===== config.mk =====
export PLATFORM = sky130hd
export DESIGN_NAME = table_driven_fsm_engine_unit_flat
export DESIGN_NICKNAME = d
export VERILOG_FILES = /design/src/sv/tdfe_pkg.sv /design/src/sv/tdfe_if.sv /design/src/sv/table_driven_fsm_engine_unit.sv /design/src/sv/tdfe_cell.sv /design/src/flat_wrapper.sv
export SDC_FILE = /design/constraint.sdc
export NUM_CORES = 2
export LEC_CHECK = 0
export BUFFER_PORTS_ARGS = -buffer_cell sky130_fd_sc_hd__buf_2
export CAP_MARGIN = 20
export CORE_ASPECT_RATIO = 1.75
export CORE_UTILIZATION = 44
export CTS_BUF_LIST = sky130_fd_sc_hd__clkbuf_8
export DETAILED_ROUTE_END_ITERATION = 10
export GPL_TIMING_DRIVEN = 0
export PLACE_DENSITY_LB_ADDON = 0.05
export SLEW_MARGIN = 40
export SYNTH_ARGS = -nofsm -noshare
export SYNTH_HDL_FRONTEND = slang
export SYNTH_SLANG_ARGS = --single-unit

===== constraint.sdc =====
create_clock -name clk_i -period 3.3 [get_ports clk_i]
set_input_delay 0 -clock clk_i [delete_from_list [all_inputs] [get_ports clk_i]]
set_output_delay 0 -clock clk_i [all_outputs]
set_load 0.01 [all_outputs]

===== src/sv/tdfe_pkg.sv =====
// Shared types and constants of the transition-table state machine.
package tdfe_pkg;

  // Command codes carried by an input word
  typedef enum logic [1:0] {
    CMD_LOAD    = 2'd0,
    CMD_EVENT   = 2'd1,
    CMD_SET_TMO = 2'd2,
    CMD_START   = 2'd3
  } cmd_e;

  // Configuration register indexes
  localparam logic CFG_ENTRY_COUNT = 1'b0;
  localparam logic CFG_INIT_STATE  = 1'b1;

  localparam int unsigned CFG_DATA_W = 8;

  // One transition table entry (53 bits)
  typedef struct packed {
    logic [7:0]  event_code;
    logic [7:0]  src_state;
    logic [7:0]  dst_state;
    logic [15:0] timeout;
    logic        guarded;
    logic [2:0]  sel;
    logic        expect_val;
    logic [7:0]  action;
  } entry_t;

  // Command token that walks the cell chain
  typedef struct packed {
    cmd_e        cmd;
    logic [4:0]  slot;
    logic [7:0]  event_code;
    logic [7:0]  from_state;
    logic [7:0]  to_state;
    logic [15:0] tmo;
    logic        has_guard;
    logic [2:0]  guard_select;
    logic        guard_expect;
    logic [7:0]  action_id;
    logic [7:0]  conds;
    logic [7:0]  state;
    logic        hit;
    logic [15:0] res_tmo;
    logic [7:0]  res_act;
  } token_t;

  // Result word
  typedef struct packed {
    logic        status;
    logic [7:0]  current_state;
    logic [15:0] timeout_out;
    logic [7:0]  action_out;
  } result_t;

endpackage


===== src/sv/tdfe_if.sv =====
// Valid/ready channel interfaces for command words and result words.
interface tdfe_in_if;
  logic        valid;
  logic        ready;
  logic [1:0]  command;
  logic [4:0]  entry_index;
  logic [7:0]  event_code;
  logic [7:0]  from_state;
  logic [7:0]  to_state;
  logic [15:0] timeout_seconds;
  logic        has_guard;
  logic [2:0]  guard_select;
  logic        guard_expect;
  logic [7:0]  action_id;
  logic [7:0]  condition_bits;

  modport source (
    output valid, command, entry_index, event_code, from_state, to_state,
           timeout_seconds, has_guard, guard_select, guard_expect, action_id,
           condition_bits,
    input  ready
  );
  modport sink (
    input  valid, command, entry_index, event_code, from_state, to_state,
           timeout_seconds, has_guard, guard_select, guard_expect, action_id,
           condition_bits,
    output ready
  );
endinterface

interface tdfe_out_if;
  logic        valid;
  logic        ready;
  logic        status;
  logic [7:0]  current_state;
  logic [15:0] timeout_out;
  logic [7:0]  action_out;

  modport source (
    output valid, status, current_state, timeout_out, action_out,
    input  ready
  );
  modport sink (
    input  valid, status, current_state, timeout_out, action_out,
    output ready
  );
endinterface


===== src/sv/table_driven_fsm_engine_unit.sv =====
// Top level of the programmable transition-table state machine.
// Each command word walks a chain of TABLE_DEPTH cells, one cell per cycle,
// and every cell holds one table entry; the first matching cell claims the
// word. The result leaves the last cell for a holding register and moves on
// into the output register once that is free or being read. One command is
// in the chain at a time; the next is accepted as soon as the previous result
// has moved to the output register, even while that result still waits to be
// taken. Table entries are undefined until loaded and there is no clearing
// pass after reset.
module table_driven_fsm_engine_unit #(
  parameter int TABLE_DEPTH = 32,
  parameter int COND_BITS   = 8
) (
  input  logic                          clk_i,
  input  logic                          rst_ni,
  input  logic                          cfg_we_i,
  input  logic                          cfg_idx_i,
  input  logic [tdfe_pkg::CFG_DATA_W-1:0] cfg_wdata_i,
  tdfe_in_if.sink                       in_i,
  tdfe_out_if.source                    out_o
);

  logic [5:0]        entry_count_q;
  logic [7:0]        init_state_q;
  logic [7:0]        state_q;
  logic              busy_q;
  logic              pend_valid_q;
  tdfe_pkg::result_t pend_q, pend_d;
  logic              out_valid_q;
  tdfe_pkg::result_t out_q;
  logic              accept;
  logic              out_free;
  tdfe_pkg::token_t  issue;
  tdfe_pkg::token_t  tok   [TABLE_DEPTH+1];
  logic [TABLE_DEPTH:0] tok_v;
  tdfe_pkg::token_t  tail;
  logic              is_search;

  // Configuration registers
  always_ff @(posedge clk_i or negedge rst_ni) begin
    if (!rst_ni) begin
      entry_count_q <= '0;
      init_state_q  <= '0;
    end else if (cfg_we_i) begin
      case (cfg_idx_i)
        tdfe_pkg::CFG_ENTRY_COUNT: entry_count_q <= cfg_wdata_i[5:0];
        tdfe_pkg::CFG_INIT_STATE:  init_state_q  <= cfg_wdata_i[7:0];
        default:                   entry_count_q <= entry_count_q;
      endcase
    end
  end

  assign in_i.ready = !busy_q;
  assign accept     = in_i.valid && !busy_q;

  // Build the token for an accepted command
  always_comb begin
    issue.cmd          = tdfe_pkg::cmd_e'(in_i.command);
    issue.slot         = in_i.entry_index;
    issue.event_code   = in_i.event_code;
    issue.from_state   = in_i.from_state;
    issue.to_state     = in_i.to_state;
    issue.tmo          = in_i.timeout_seconds;
    issue.has_guard    = in_i.has_guard;
    issue.guard_select = in_i.guard_select;
    issue.guard_expect = in_i.guard_expect;
    issue.action_id    = in_i.action_id;
    issue.conds        = in_i.condition_bits;
    issue.state        = (issue.cmd == tdfe_pkg::CMD_START) ? init_state_q : state_q;
    issue.hit          = 1'b0;
    issue.res_tmo      = '0;
    issue.res_act      = '0;
  end

  assign tok[0]   = issue;
  assign tok_v[0] = accept;

  // Chain of entry cells
  for (genvar g = 0; g < TABLE_DEPTH; g++) begin : g_cell
    tdfe_cell #(
      .CELL_IDX  (g),
      .COND_BITS (COND_BITS)
    ) u_cell (
      .clk_i         (clk_i),
      .rst_ni        (rst_ni),
      .entry_count_i (entry_count_q),
      .tok_valid_i   (tok_v[g]),
      .tok_i         (tok[g]),
      .tok_valid_o   (tok_v[g+1]),
      .tok_o         (tok[g+1])
    );
  end

  assign tail      = tok[TABLE_DEPTH];
  assign is_search = (tail.cmd == tdfe_pkg::CMD_EVENT) ||
                     (tail.cmd == tdfe_pkg::CMD_SET_TMO);

  // Form the result word from the token leaving the chain
  always_comb begin
    pend_d.status        = is_search && !tail.hit;
    pend_d.current_state = tail.state;
    pend_d.timeout_out   = tail.res_tmo;
    pend_d.action_out    = tail.res_act;
  end

  assign out_free = !out_valid_q || out_o.ready;

  // Control: busy flag, holding register, output register, present state
  always_ff @(posedge clk_i or negedge rst_ni) begin
    if (!rst_ni) begin
      busy_q       <= 1'b0;
      pend_valid_q <= 1'b0;
      out_valid_q  <= 1'b0;
      state_q      <= '0;
    end else begin
      if (accept) begin
        busy_q <= 1'b1;
      end
      if (tok_v[TABLE_DEPTH]) begin
        pend_valid_q <= 1'b1;
        state_q      <= tail.state;
      end
      if (pend_valid_q && out_free) begin
        pend_valid_q <= 1'b0;
        busy_q       <= 1'b0;
        out_valid_q  <= 1'b1;
      end else if (out_o.ready) begin
        out_valid_q  <= 1'b0;
      end
    end
  end

  // Result payload registers
  always_ff @(posedge clk_i) begin
    if (tok_v[TABLE_DEPTH]) begin
      pend_q <= pend_d;
    end
    if (pend_valid_q && out_free) begin
      out_q <= pend_q;
    end
  end

  assign out_o.valid         = out_valid_q;
  assign out_o.status        = out_q.status;
  assign out_o.current_state = out_q.current_state;
  assign out_o.timeout_out   = out_q.timeout_out;
  assign out_o.action_out    = out_q.action_out;

  // At most one command in flight across the chain and holding register
  a_one_in_flight: assert property (@(posedge clk_i) disable iff (!rst_ni)
    $onehot0({tok_v[TABLE_DEPTH:1], pend_valid_q}))
    else $error("more than one command in flight");

  // A held result or a token in the chain always belongs to a busy engine
  a_pend_busy: assert property (@(posedge clk_i) disable iff (!rst_ni)
    (pend_valid_q || (|tok_v[TABLE_DEPTH:1])) |-> busy_q)
    else $error("command in flight while engine idle");

  // The token leaving the chain never finds the holding register occupied
  a_tail_free: assert property (@(posedge clk_i) disable iff (!rst_ni)
    tok_v[TABLE_DEPTH] |-> !pend_valid_q)
    else $error("result overwrote a held result");

endmodule


===== src/sv/tdfe_cell.sv =====
// One chain cell: holds one table entry and processes the passing token.
module tdfe_cell #(
  parameter int CELL_IDX  = 0,
  parameter int COND_BITS = 8
) (
  input  logic             clk_i,
  input  logic             rst_ni,
  input  logic [5:0]       entry_count_i,
  input  logic             tok_valid_i,
  input  tdfe_pkg::token_t tok_i,
  output logic             tok_valid_o,
  output tdfe_pkg::token_t tok_o
);

  tdfe_pkg::entry_t entry_q, entry_d;
  tdfe_pkg::token_t tok_q, tok_d;
  logic             valid_q;
  logic             entry_we;
  logic             active;
  logic             cond_bit;
  logic             guard_ok;

  // Entry takes part in searches only below the entry count
  assign active = (int'(entry_count_i) > CELL_IDX);

  // Guard test; a condition bit beyond the implemented range reads as 0
  always_comb begin
    cond_bit = 1'b0;
    if (int'(entry_q.sel) < COND_BITS) begin
      cond_bit = tok_i.conds[entry_q.sel];
    end
  end
  assign guard_ok = !entry_q.guarded || (cond_bit == entry_q.expect_val);

  // Apply the token to this entry
  always_comb begin
    tok_d    = tok_i;
    entry_d  = entry_q;
    entry_we = 1'b0;
    case (tok_i.cmd)
      tdfe_pkg::CMD_LOAD: begin
        if (int'(tok_i.slot) == CELL_IDX) begin
          entry_we           = 1'b1;
          entry_d.event_code = tok_i.event_code;
          entry_d.src_state  = tok_i.from_state;
          entry_d.dst_state  = tok_i.to_state;
          entry_d.timeout    = tok_i.tmo;
          entry_d.guarded    = tok_i.has_guard;
          entry_d.sel        = tok_i.guard_select;
          entry_d.expect_val = tok_i.guard_expect;
          entry_d.action     = tok_i.action_id;
        end
      end
      tdfe_pkg::CMD_EVENT: begin
        if (active && !tok_i.hit && (entry_q.event_code == tok_i.event_code) &&
            (entry_q.src_state == tok_i.state) && guard_ok) begin
          tok_d.hit     = 1'b1;
          tok_d.state   = entry_q.dst_state;
          tok_d.res_tmo = entry_q.timeout;
          tok_d.res_act = entry_q.action;
        end
      end
      tdfe_pkg::CMD_SET_TMO: begin
        if (active && !tok_i.hit && (entry_q.dst_state == tok_i.to_state)) begin
          tok_d.hit       = 1'b1;
          entry_we        = 1'b1;
          entry_d.timeout = tok_i.tmo;
        end
      end
      default: begin
        tok_d = tok_i;
      end
    endcase
  end

  // Hold the entry
  always_ff @(posedge clk_i) begin
    if (tok_valid_i && entry_we) begin
      entry_q <= entry_d;
    end
  end

  // Advance the token to the next cell
  always_ff @(posedge clk_i or negedge rst_ni) begin
    if (!rst_ni) begin
      valid_q <= 1'b0;
    end else begin
      valid_q <= tok_valid_i;
    end
  end

  always_ff @(posedge clk_i) begin
    tok_q <= tok_d;
  end

  assign tok_valid_o = valid_q;
  assign tok_o       = tok_q;

endmodule


===== src/flat_wrapper.sv =====
// flat-port wrapper written by rule: the top's interface ports become plain ports
module table_driven_fsm_engine_unit_flat 
#(
  parameter int TABLE_DEPTH = 32,
  parameter int COND_BITS   = 8
)
  (clk_i, rst_ni, cfg_we_i, cfg_idx_i, cfg_wdata_i, in_i_valid, in_i_command, in_i_entry_index, in_i_event_code, in_i_from_state, in_i_to_state, in_i_timeout_seconds, in_i_has_guard, in_i_guard_select, in_i_guard_expect, in_i_action_id, in_i_condition_bits, in_i_ready, out_o_valid, out_o_status, out_o_current_state, out_o_timeout_out, out_o_action_out, out_o_ready);
  tdfe_in_if in_i_i ();
  tdfe_out_if out_o_i ();
  input  logic clk_i;
  input  logic rst_ni;
  input  logic cfg_we_i;
  input  logic cfg_idx_i;
  input  logic [tdfe_pkg::CFG_DATA_W-1:0] cfg_wdata_i;
  input wire logic [$bits(in_i_i.valid)-1:0] in_i_valid;
  input wire logic [$bits(in_i_i.command)-1:0] in_i_command;
  input wire logic [$bits(in_i_i.entry_index)-1:0] in_i_entry_index;
  input wire logic [$bits(in_i_i.event_code)-1:0] in_i_event_code;
  input wire logic [$bits(in_i_i.from_state)-1:0] in_i_from_state;
  input wire logic [$bits(in_i_i.to_state)-1:0] in_i_to_state;
  input wire logic [$bits(in_i_i.timeout_seconds)-1:0] in_i_timeout_seconds;
  input wire logic [$bits(in_i_i.has_guard)-1:0] in_i_has_guard;
  input wire logic [$bits(in_i_i.guard_select)-1:0] in_i_guard_select;
  input wire logic [$bits(in_i_i.guard_expect)-1:0] in_i_guard_expect;
  input wire logic [$bits(in_i_i.action_id)-1:0] in_i_action_id;
  input wire logic [$bits(in_i_i.condition_bits)-1:0] in_i_condition_bits;
  output wire logic [$bits(in_i_i.ready)-1:0] in_i_ready;
  output wire logic [$bits(out_o_i.valid)-1:0] out_o_valid;
  output wire logic [$bits(out_o_i.status)-1:0] out_o_status;
  output wire logic [$bits(out_o_i.current_state)-1:0] out_o_current_state;
  output wire logic [$bits(out_o_i.timeout_out)-1:0] out_o_timeout_out;
  output wire logic [$bits(out_o_i.action_out)-1:0] out_o_action_out;
  input wire logic [$bits(out_o_i.ready)-1:0] out_o_ready;
  assign in_i_i.valid = in_i_valid;
  assign in_i_i.command = in_i_command;
  assign in_i_i.entry_index = in_i_entry_index;
  assign in_i_i.event_code = in_i_event_code;
  assign in_i_i.from_state = in_i_from_state;
  assign in_i_i.to_state = in_i_to_state;
  assign in_i_i.timeout_seconds = in_i_timeout_seconds;
  assign in_i_i.has_guard = in_i_has_guard;
  assign in_i_i.guard_select = in_i_guard_select;
  assign in_i_i.guard_expect = in_i_guard_expect;
  assign in_i_i.action_id = in_i_action_id;
  assign in_i_i.condition_bits = in_i_condition_bits;
  assign in_i_ready = in_i_i.ready;
  assign out_o_valid = out_o_i.valid;
  assign out_o_status = out_o_i.status;
  assign out_o_current_state = out_o_i.current_state;
  assign out_o_timeout_out = out_o_i.timeout_out;
  assign out_o_action_out = out_o_i.action_out;
  assign out_o_i.ready = out_o_ready;
  table_driven_fsm_engine_unit #(.TABLE_DEPTH(TABLE_DEPTH), .COND_BITS(COND_BITS)) u_core (.clk_i(clk_i), .rst_ni(rst_ni), .cfg_we_i(cfg_we_i), .cfg_idx_i(cfg_idx_i), .cfg_wdata_i(cfg_wdata_i), .in_i(in_i_i), .out_o(out_o_i));
endmodule

==> impl_metrics.json <==
{
  "layout_common_cells": "dfxtp_1 (3,166), edfxtp_1 (1,762), mux2_2 (915), clkbuf_8 (839), xor2_1 (479)",
  "synth_area_mm2": 0.148,
  "yosys.area_share.simple_pct": 4.35,
  "synthAdderAreaFrac_pct": 0.818,
  "clk-insertion-delay-late_ns": 1.09,
  "timing.rr.end": "u_core.g_cell[24].u_cell.tok_o[29]$_DFF_P_",
  "num_rows": 281,
  "htree_levels": 6,
  "crit_type": "register to register",
  "antenna_found_initial": 6,
  "fin_nets": 9837,
  "crit_required_ns": 4.25,
  "io_buffers": 116,
  "cap_violations": 0,
  "drt_iter0_drc": 1998,
  "ant_nets": 0,
  "fin_crit_sh_pct": 101,
  "placed_area_mm2": 0.156,
  "vias_per_cell": 4.44,
  "p_sw_share_pct": 21.3,
  "die_area_mm2": 0.340,
  "hold_class": "input port to async pin",
  "p_total_mw": 114,
  "final_common_cell": "dfxtp_1",
  "vias": 64940,
  "tightest_slew_ns": 0.799,
  "dpl.hpwl_um": 219000,
  "p_comb_share_pct": 2.4,
  "async_reset_ff_share_pct": 1.14,
  "yosysUniqueCellTypes": 59,
  "finalMaxSlewViolations": 0,
  "leakagePower_nw": 66.8,
  "place_congestion": 0.814,
  "die_y_um": 770,
  "report.final.hold_viol_count": 0,
  "route.detailed.drc": 0,
  "clk_pin_slew_ns": 0.07,
  "crit_fanout": 10,
  "synthFlopType": "dfxtp_1",
  "track_usage_pct": 17.0,
  "switchingPower_mw": 24.3,
  "timing.rr.start": "u_core.entry_count_q[4]$_DFFE_PN0P_",
  "worstSetupStartpointType": "register",
  "setup_violations": 1,
  "avgSynthCellArea_um2": 17.3,
  "area_growth_pct": 15.8,
  "cts.sinks": 4985,
  "peakVddDrop_v": 0.000386,
  "first_pass_iters": 5,
  "cts_tree": "built",
  "synthXorXnorAreaFrac_pct": 4.73,
  "rsz0062_at_grt": "false",
  "final_core_util_pct": 51.3,
  "setup_ws_ns": -0.0236,
  "initial_core_util_pct": 44.3,
  "gr-total-overflow": 0,
  "synth_fp_nets": 8749,
  "grt_pass1_wl_um": 425000,
  "max_freq_mhz": 301,
  "synth_mux_area_share_pct": 9.01,
  "clock_power_share_pct": 39.2,
  "wl_per_cell_um": 19.8,
  "end_kind": "register",
  "r2r_cells": 8,
  "grt_pass1_vias": 71712,
  "clockBufferDepth": 4,
  "status": "finished with violations",
  "cp.arrival_ns": 4.27,
  "cts_made_buffers": 698,
  "synthCells": 8570,
  "synth-compound-area-share_pct": 0.970,
  "yosysSeqAreaShare_pct": 79.3,
  "p_per_area_mw_per_mm2": 664,
  "skew_ns": 0.0552,
  "drive_gt1_share_pct": 22.6,
  "min_period_ns": 3.32,
  "stdcell_area_mm2": 0.172,
  "seqPwrFrac_pct": 58.4,
  "violations": "negative setup slack",
  "fp.dieW_um": 441,
  "synth_warnings": 0,
  "io_pins": 117,
  "p_int_mw": 89.8,
  "synth_top_family_by_area": "multiplexers",
  "regToRegSetupSlack_ns": -0.02,
  "synth_edf_count": 1762,
  "grt_max_degree": 44,
  "cts-root-buf": "clkbuf_8",
  "startpoint": "u_core.entry_count_q[4]$_DFFE_PN0P_",
  "coreArea_mm2": 0.335,
  "routed_wl_um": 290000,
  "relSlewSlack_pct": 45.2,
  "synth_largest_area_cell": "dfxtp_1",
  "synth_top_area_share_pct": 42.7,
  "yosys-top-cells-area": "dfxtp_1 (43%), edfxtp_1 (36%), mux2_2 (6.9%)",
  "ys_seq_elements": 4985
}
## synthesized netlist by cell type, types with 6 or more instances
library cell and instances:
or2_2 9, and2_1 171, nor3_1 32, a21oi_1 18, xor2_1 479, a2111oi_4 6
ha_1 97, mux2i_1 66, or4_1 11, nand2b_1 9, nand2_1 89, nand3_1 68
xnor2_1 322, o211a_1 20, and3_1 35, o221a_2 10, o21ai_0 34, edfxtp_1 1762
a211o_1 11, buf_4 19, mux2_1 98, inv_1 108, nand4_1 77, dfrtp_1 57
a22o_1 20, nand4b_1 9, mux4_2 58, nor2_1 105, buf_2 58, nor2b_1 371
mux2_2 915, dfxtp_1 3166, clkbuf_1 79, nor4_1 120, a211oi_2 9
## metrics by stage
stage          hold slack, ns  setup TNS (ns)  setup slack [ns]  cells
2_1_floorplan          -0.296               0             0.327   8570
3_3_place_gp            0.113         -695.48             -1.41  13072
3_5_place_dp           -0.129         -216.15            -0.766  13128
4_1_cts             0.0000332          -0.492           -0.0558  14628
5_1_grt                0.0409               0            0.0124  14640
6_report                0.114         -0.0236           -0.0236  14642
## power by group through the flow
| stage | combinational [mW] | sequential (mW) | clock (mW) |
|---|---|---|---|
| 2_1_floorplan | 1.43 | 67.4 | 0 |
| 3_3_place_gp | 2.48 | 67.9 | 0 |
| 3_5_place_dp | 2.56 | 68.0 | 0 |
| 4_1_cts | 2.84 | 66.6 | 46.4 |
| 5_1_grt | 2.98 | 66.8 | 49.0 |
| 6_report | 2.78 | 66.6 | 44.7 |
## worst max path at each step
stage                     slack [ns]                                             to  cells past startpoint
after CTS                      -0.06      u_core.g_cell[17].u_cell.tok_o[2]$_DFF_P_                      8
after global placement         -1.41      u_core.g_cell[6].u_cell.tok_o[31]$_DFF_P_                      7
final                          -0.02     u_core.g_cell[24].u_cell.tok_o[29]$_DFF_P_                      8
after global routing            0.01     u_core.g_cell[29].u_cell.tok_o[26]$_DFF_P_                      8
after floorplan                 0.33  u_core.g_cell[2].u_cell.entry_q[13]$_DFFE_PP_                      5
after detailed placement       -0.77      u_core.g_cell[6].u_cell.tok_o[29]$_DFF_P_                      8
## worst max-delay path: stages (launching register included)
cell and delay (ns):
dfrtp_1 0.51, clkbuf_4 0.32, o311ai_2 0.21, a21oi_1 0.30
nand4_1 0.42, a211o_1 0.41, clkbuf_2 0.32, clkbuf_4 0.36
mux2_2 0.34
## metal layers
metal	share of wire, %	track usage, %	up-vias
met4	5.2	8.82	0
met1	26	11.8	30773
met5	0	0	-
met3	3.6	3.32	606
li1	-	-	32441
met2	65	38.4	1120
## area by class of cell
cell class | instances | area, µm²
plain buffers | 156 | 841
diodes | 14 | 35.0
inverters | 109 | 412
repair buffers | 391 | 3740
fillers | 27993 | 163000
well taps | 4386 | 5490
multi-input cells | 3317 | 30100
clock buffers | 838 | 11500
clock inverters | 446 | 1920
flip-flops and latches | 4985 | 118000
## state kept, by name (all words and copies together), names as in the netlist
register / cells
u_core.g_cell.u_cell.tok_o: 3166
u_core.g_cell.u_cell.entry_q: 1696
u_core.pend_q: 33
u_core.g_cell.u_cell.tok_valid_o: 32
u_core.out_o.timeout_out: 16
u_core.init_state_q: 8
u_core.out_o.action_out: 8
u_core.out_o.current_state: 8
u_core.state_q: 8
u_core.entry_count_q: 6
u_core.busy_q: 1
u_core.out_o.status: 1
u_core.out_o.valid: 1
u_core.pend_valid_q: 1
## logic make-up after synthesis
group                      after synthesis
buffers and inverters                  268
DFF                                   4985
xor gates and xnor gates               801
adders and majority gates               97
muxes                                 1137
AOI/OAI and AO/OA                      165
and+or+nand+nor                       1117
## repair_timing
| item | CTS | global route |
|---|---|---|
| gates resized for setup | 62 | 23 |
| hold buffers | 209 | 1 |
| pin swaps | 5 | 3 |
| hold endpoints to repair | 284 | 14 |
| buffers inserted | 8 | 1 |
| endpoints found under the setup margin | 890 | 244 |
Power figures use the tool's default switching activity.
